<file path="config.mk">
export PLATFORM = sky130hd
export DESIGN_NAME = hsq_div
export DESIGN_NICKNAME = d
export VERILOG_FILES = /design/src/rtl/core/hsq_pkg.sv /design/src/rtl/core/hsq_div.sv
export SDC_FILE = /design/constraint.sdc
export NUM_CORES = 1
export LEC_CHECK = 0
export ABC_AREA = 1
export BUFFER_PORTS_ARGS = -buffer_cell sky130_fd_sc_hd__buf_2
export CAP_MARGIN = 20
export CORE_ASPECT_RATIO = 1.4
export CORE_UTILIZATION = 41
export DETAILED_ROUTE_END_ITERATION = 10
export GPL_TIMING_DRIVEN = 0
export SETUP_SLACK_MARGIN = 0.15
export SLEW_MARGIN = 40
export SYNTH_ARGS = -nofsm -noshare
export SYNTH_HDL_FRONTEND = slang
export SYNTH_SLANG_ARGS = --single-unit
</file>
<file path="constraint.sdc">
create_clock -name clk -period 17.8 [get_ports clk]
set_clock_uncertainty 0.05 [all_clocks]
set_input_delay 2.67 -clock clk [delete_from_list [all_inputs] [get_ports clk]]
set_output_delay 2.67 -clock clk [all_outputs]
set_load 0.03 [all_outputs]
</file>
<file path="src/rtl/core/hsq_pkg.sv">
// ----------------------------------------------------------------------------
// hsq_pkg
// Shared widths, defaults, vertex record and helpers of the terrain height
// query block.
// ----------------------------------------------------------------------------
package hsq_pkg;

  localparam int COORD_W          = 32;
  localparam int INDEX_W          = 14;
  localparam int STORE_DEPTH      = 16384;
  localparam int Q14_W            = 16;
  localparam int COS_W            = 15;
  localparam int DIV_W            = 64;
  localparam int RECIP_SHIFT      = 22;
  localparam int GRID_WIDTH_DEF   = 128;
  localparam int GRID_DEPTH_DEF   = 128;
  localparam int CELL_SPACING_DEF = 1;

  localparam logic [COS_W-1:0] COS_RESET = 15'd14746;

  // request actions
  localparam logic ACT_WRITE = 1'b0;
  localparam logic ACT_QUERY = 1'b1;

  typedef struct packed {
    logic signed [COORD_W-1:0] x;
    logic signed [COORD_W-1:0] y;
    logic signed [COORD_W-1:0] z;
  } vertex_t;

  // clamp a 33-bit difference into signed 32 bits
  function automatic logic signed [COORD_W-1:0] sat32(input logic signed [COORD_W:0] d);
    logic signed [COORD_W-1:0] r;
    if (d[COORD_W] != d[COORD_W-1]) begin
      r = d[COORD_W] ? {1'b1, {(COORD_W-1){1'b0}}} : {1'b0, {(COORD_W-1){1'b1}}};
    end else begin
      r = d[COORD_W-1:0];
    end
    return r;
  endfunction

endpackage

</file>
<file path="src/rtl/core/hsq_div.sv">
// ----------------------------------------------------------------------------
// hsq_div
// Unsigned restoring divider, one quotient bit per cycle.
// ----------------------------------------------------------------------------
module hsq_div #(
  parameter int W = hsq_pkg::DIV_W
) (
  input  logic         clk,
  input  logic         rst,
  input  logic         start,
  input  logic [W-1:0] dividend,
  input  logic [W-1:0] divisor,
  output logic         done,
  output logic [W-1:0] quotient
);

  localparam int CW = $clog2(W + 1);

  logic          busy;
  logic [CW-1:0] cnt;
  logic [W-1:0]  dvd;
  logic [W-1:0]  dsr;
  logic [W-1:0]  rem;
  logic [W:0]    rem_sh;
  logic          ge;

  assign rem_sh   = {rem, dvd[W-1]};
  assign ge       = rem_sh >= {1'b0, dsr};
  assign quotient = dvd;

  always_ff @(posedge clk) begin
    if (rst) begin
      busy <= 1'b0;
      done <= 1'b0;
      cnt  <= '0;
    end else begin
      done <= 1'b0;
      if (start) begin
        busy <= 1'b1;
        cnt  <= CW'(W);
        dvd  <= dividend;
        dsr  <= divisor;
        rem  <= '0;
      end else if (busy) begin
        // quotient bits shift in where the dividend bits leave
        rem <= ge ? W'(rem_sh - {1'b0, dsr}) : rem_sh[W-1:0];
        dvd <= {dvd[W-2:0], ge};
        cnt <= cnt - CW'(1);
        if (cnt == CW'(1)) begin
          busy <= 1'b0;
          done <= 1'b1;
        end
      end
    end
  end

  a_start_idle: assert property (@(posedge clk) disable iff (rst) start |-> !busy)
    else $error("divider restarted while busy");
  a_done_once: assert property (@(posedge clk) disable iff (rst) done |=> !done)
    else $error("divider done held");
  a_zero_cnt: assert property (@(posedge clk) disable iff (rst) done |-> cnt == '0)
    else $error("divider finished early");

endmodule

</file>
==> results.tsv, run 1 <==
metric	value	unit
run status	finished clean	
ys async rst share	0	%
crit path max-delay cell type	a21oi_4	
YS warnings	0	
FF-to-FF End	rem[48]	
Most used DFF post-synth	edfxtp_1	
Max VDD drop	75.4	uV
Pre-antenna DRT Iters	5	
CP Buf/Inv Count	9	
total CTS buffers	22	
Design Area, Final	17200	sq um
CTS root buf	clkbuf_16	
Area contributors post-synth	edfxtp_1, nand2_1, inv_1	
RePlAce Congestion	0.974	
placed cell area	16400	sq um
pre-CTS setup slack	12.22	ns
vias per cell	4.66	
fmax	0.200	GHz
Syn Std Cell Area	14700	sq um
final hold slack	0.458	ns
Port Buffers	194	
most numerous cell in the Yosys netlist	nand2_1	
Worst setup startpoint	start	
Rows	81	
RSZ-0062 raised after global routing	false	
Synth cell types	33	
Final Setup Violations	0	
CP most frequent cell	buf_8	
Reg2Reg Setup Slack	14.49	ns
hold path cells	2	
Layout area overhead	16.9	%
Post-synth EDFFs	192	
max cap viols	0	
clock buffer depth	3	
vias in the first global route	13600	
CP Data Arrival Time	5.17	ns
critical setup path kind	in2reg	
Overflow after GRT	0	
Avg Inst Size Synth	6.67	sq um
GRT Total Usage	25.6	%
Hold Path Sink	cnt[1]	
CTS tree	built	
Final HPWL DP	38600	um
Syn Nets	2399	
clock sinks	201	
post-layout minimum cycle time	5.00	ns
critical path, cell by cell	clkbuf_1 > inv_1 > clkbuf_2 > a21oi_4 > buf_16 > buf_8 > buf_8 > buf_8 > buf_8 > buf_8	
DRT iter0 DRCs	598	
post-CTS sizing	0	
DRT antenna net count	0	
Hold Path Origin	cnt[1]	
core area	35100	sq um
Final Max Tran Viols	0	
CTS Hold Bufs	0	
layout cell share with drive strength beyond 1	11.5	%
area occupied by multi-input gates	6830	sq um
first-pass GRT wire length	71700	um
post-CTS setup repair buffer count	0	
die area	36600	sq um
share of the synthesized area in the top cell type	39.3	%
Post-Route WL	45800	um
Seq/Total Area, Yosys	40.5	%
Slew @ Worst Pin	0.756	ns
Tcrit/Tclk final	28.1	%
initial antenna violation count	0	
P_leak	0.00952	uW
required time of the critical path	17.96	ns
largest net degree at the start of global routing	22	
Slew headroom	49.6	%
register bit count reported by yosys	201	
Synth area leader	edfxtp_1	
clock slew at reported path FFs	0.06	ns
synth cell count leaders	nand2_1, inv_1, nor2_1	
num ports	196	
DR vias	13500	
post-route setup slack	12.80	ns
setup_tns	0	ns
Die Span Y	226	um
worst-path maximum fanout	18	
drt wl/cell	15.8	um
delay of the slowest cell on the worst path	0.63	ns
Top Family by Delay on Critical Path	buffers and inverters	
cells after synthesis	2201	
Register Area	5950	sq um
CP Capture Type	register	
reg2reg start	rem[40]	
crit path launch type	input pin	
DRC viols	0	
starting density of the core	41.9	%
post-layout util	48.9	%
Hold Fails Final Rpt	0	
clock latency on the worst-skew pair	0.54	ns
Pwr per Cell Area	89.6	nW/um^2
Die Span X	162	um
fin nets	2628	
H-tree levels	1	
Worst Reg-to-Reg Cells	15	
diode count	0	
fillers	3770	
worst hold path class	reg2reg	
-- stage by stage --
stage,power [uW],cells
after floorplan,928,2201
after global placement,1080,2851
after detailed placement,1080,2862
after CTS,1550,2902
after global routing,1630,2902
final,1540,2902
-- kinds of logic (layout without fill, tap and decap cells) --
group,count (synthesis),count (layout),share of synthesized area (%)
AND/OR/NAND/NOR,1347,1347,36.8
buffers and inverters,498,743,13.1
flip-flops,201,201,40.5
adder cells (fa/ha/maj),67,67,5.76
AO/OA/AOI/OAI,55,55,1.91
XOR/XNOR,33,33,1.97
-- state kept, by name, indices dropped and copies added (netlist names) --
register	cells
busy	1
cnt	7
done	1
dsr	64
quotient	64
rem	64
-- how the worst max path moves through the flow --
stage	endpoint	cells past startpoint
3_5_place_dp	rem[23]	10
3_3_place_gp	rem[22]	4
5_1_grt	rem[29]	10
2_1_floorplan	quotient[0]	4
6_report	rem[23]	10
4_1_cts	rem[23]	10
-- worst min-delay path: cells and delay by family, from the launching register on --
family             cells  cell delay [ns]
DFF                    1             0.32
and+or+nand+nor        1             0.09
AOI/OAI and AO/OA      1             0.05
-- where the power goes --
group          switching, uW  leakage [uW]  internal [uW]
combinational            332       0.00725            156
clock                    193      0.000350            270
sequential              17.3       0.00192            568
-- placed cells by master, fill, tap and decap left out, types with 11 or more instances in the layout --
| master | instances |
|---|---|
| inv_2 | 12 |
| inv_1 | 444 |
| edfxtp_1 | 192 |
| nand2_1 | 949 |
| clkbuf_16 | 22 |
| clkbuf_1 | 23 |
| nor2_1 | 246 |
| a21oi_1 | 44 |
| buf_2 | 204 |
| xor2_1 | 31 |
| nand4_1 | 11 |
| nand3_1 | 70 |
| nand3b_1 | 40 |
| ha_1 | 66 |
-- cell type report --
type                       count  area share, %
inverter                     457           10.0
multi-input combinational   1502           39.8
buffer                        41           1.20
clock buffer                  24           3.25
clock inverter                16          0.963
timing repair buffer         205           6.77
tap                          456           3.33
sequential                   201           34.7
-- routing by layer --
metal	global-route usage, %	vias to the layer above	part of all wire, %
met5	0	-	0
met4	9.22	0	3.5
met3	3.34	64	4.2
met2	50.3	311	53
met1	27.5	6053	39
li1	-	7087	-
Note: power is estimated with default switching activity, not from simulation.
==> run 2, diff against run 1 <==
==> constraint.sdc (replaced) <==
create_clock -name clk -period 4.2 [get_ports clk]
set_clock_uncertainty 0.05 [all_clocks]
set_input_delay 0.63 -clock clk [delete_from_list [all_inputs] [get_ports clk]]
set_output_delay 0.63 -clock clk [all_outputs]
set_load 0.03 [all_outputs]
==> run 2 against run 1 <==
Clock-buffer cell count grew 2. Power rose to 4.2 times the previous value. Global-route usage decreased by 0.41 points. Critical path depth increased by 5. Wire length shrank 0.45%. Cell area is essentially flat. Sequential share of layout area about the same. Register-to-register slack got worse by 14 ns. Worst setup slack got worse by 12 ns. First-iteration DRC count rose by 2.8%. Die area did not move. Clock power grew to 4.2 times the previous value. Critical path type is now reg2reg. Critical endpoint is now rem[45]. Largest power group unchanged.
==> results.tsv, run 2 (synthesis gave the netlist of run 1 again) <==
metric	value	unit	change
run status	finished clean		
first-pass GRT wire length	70600	um	-1.4%
P_leak	0.00951	uW	about the same
Overflow after GRT	0		unchanged
required time of the critical path	4.44	ns	-13.52 ns
Tcrit/Tclk final	79.9	%	
clock buffer depth	3		unchanged
Slew @ Worst Pin	0.735	ns	-0.0214 ns
num ports	196		unchanged
vias in the first global route	13600		-0.066%
starting density of the core	41.9	%	unchanged
clock latency on the worst-skew pair	0.55	ns	about the same
largest net degree at the start of global routing	22		unchanged
layout cell share with drive strength beyond 1	11.5	%	unchanged
most common cell after layout, fill and taps aside	nand2_1		
met3 wire len	1940	um	+1.2%
M1 wire length	17800	um	-0.96%
Max VDD drop	297	uV	+290%
Layout area overhead	16.8	%	about the same
post-route setup slack	0.844	ns	-11.95 ns
crit path launch type	register		
core area	35100	sq um	unchanged
drt wl/cell	15.7	um	-0.45%
clock slew at reported path FFs	0.06	ns	about the same
Die Span X	162	um	unchanged
placed cell area	16400	sq um	about the same
RePlAce Congestion	0.976		+0.22%
most frequent cells in the layout	nand2_1, inv_1, nor2_1		
Port Buffers	194		unchanged
GRT Total Usage	25.2	%	-0.41 points
die area	36600	sq um	unchanged
post-CTS sizing	0		unchanged
H-tree levels	1		unchanged
CTS tree	built		
DRT antenna net count	0		unchanged
initial antenna violation count	0		unchanged
Final Setup Violations	0		unchanged
CTS Hold Bufs	0		unchanged
CP Capture Type	register		
Pre-antenna DRT Iters	5		unchanged
Slew headroom	51.0	%	+1.4 points
Post-Route WL	45600	um	-0.45%
post-layout minimum cycle time	3.36	ns	
Hold Fails Final Rpt	0		unchanged
post-CTS setup repair buffer count	0		unchanged
RSZ-0062 raised after global routing	false		
Design Area, Final	17100	sq um	about the same
DRT iter0 DRCs	615		+2.8%
fmax	0.298	GHz	
top layer in use	met4		
Final Max Tran Viols	0		unchanged
worst hold path class	in2reg		
Die Span Y	226	um	unchanged
CP Data Arrival Time	3.59	ns	-1.58 ns
Rows	81		unchanged
fin nets	2628		unchanged
total CTS buffers	22		unchanged
Pwr per Cell Area	380	nW/um^2	+320%
met2 WL	23700	um	-2.6%
Final HPWL DP	38300	um	-0.78%
diode count	0		unchanged
worst-path maximum fanout	10		-8
fillers	3837		+1.8%
CTS root buf	clkbuf_16		
max cap viols	0		unchanged
DRC viols	0		unchanged
DR vias	13500		-0.074%
critical setup path kind	reg2reg		
vias per cell	4.65		about the same
clock sinks	201		unchanged
pre-CTS setup slack	0.830	ns	-11.39 ns
[run 2: area by class of cell]
type                       instances  area [sq um]  area share [%]
tap                              456           571            3.33
sequential                       201          5950            34.7
buffer                            41           205            1.20
clock buffer                      26           586            3.42
clock inverter                    14           141           0.825
timing repair buffer             205          1140            6.68
inverter                         457          1720            10.0
multi-input combinational       1502          6830            39.9
[run 2: worst max-delay path, cell delays in order (launching register included)]
cell and delay, ns:
edfxtp_1 0.41, ha_1 0.49, nand2_1 0.16, nor2_1 0.17
nand2_1 0.10, nor2_1 0.22, nand2_1 0.19, nor2_1 0.14
nor2_1 0.06, nand3_2 0.07, inv_2 0.10, nand2_2 0.22
buf_2 0.40, nand2_1 0.17, nand2_1 0.09, nor2_1 0.04
[run 2: path summary, 6_finish.rpt]
| kind | start | endpoint | slack, ns | cells past startpoint |
|---|---|---|---|---|
| setup / recovery | rem[42] | rem[45] | 0.84 | 15 |
| hold / removal | divisor[62] | dsr[62] | 0.21 | 1 |
| setup reg to reg | rem[42] | rem[45] | 0.84 | 15 |
| hold reg to reg | busy | cnt[1] | 0.47 | 1 |
[run 2: power by group]
group          internal (uW)  switching (uW)
registers               2410            73.6
clock network           1130             833
logic                    659            1410
[run 2: through the flow]
step / std cells / utilization (%) / power [uW] / hold slack [ns] / TNS (ns)
after floorplan: 2201 / - / 3920 / 0.410 / 0
after global placement: 2851 / 46.3 / 4560 / 0.433 / -183.14
after detailed placement: 2862 / 46.8 / 4590 / 0.448 / 0
after CTS: 2902 / 48.9 / 6580 / 0.179 / 0
after global routing: 2902 / 48.9 / 6900 / 0.185 / 0
final: 2902 / 48.9 / 6500 / 0.206 / 0
[run 2: routing by layer]
layer  GRT usage (%)  vias up
li1                -     7084
met1            26.6     6059
met4            11.8        0
met5               0        -
met2            48.6      286
met3            3.64       76
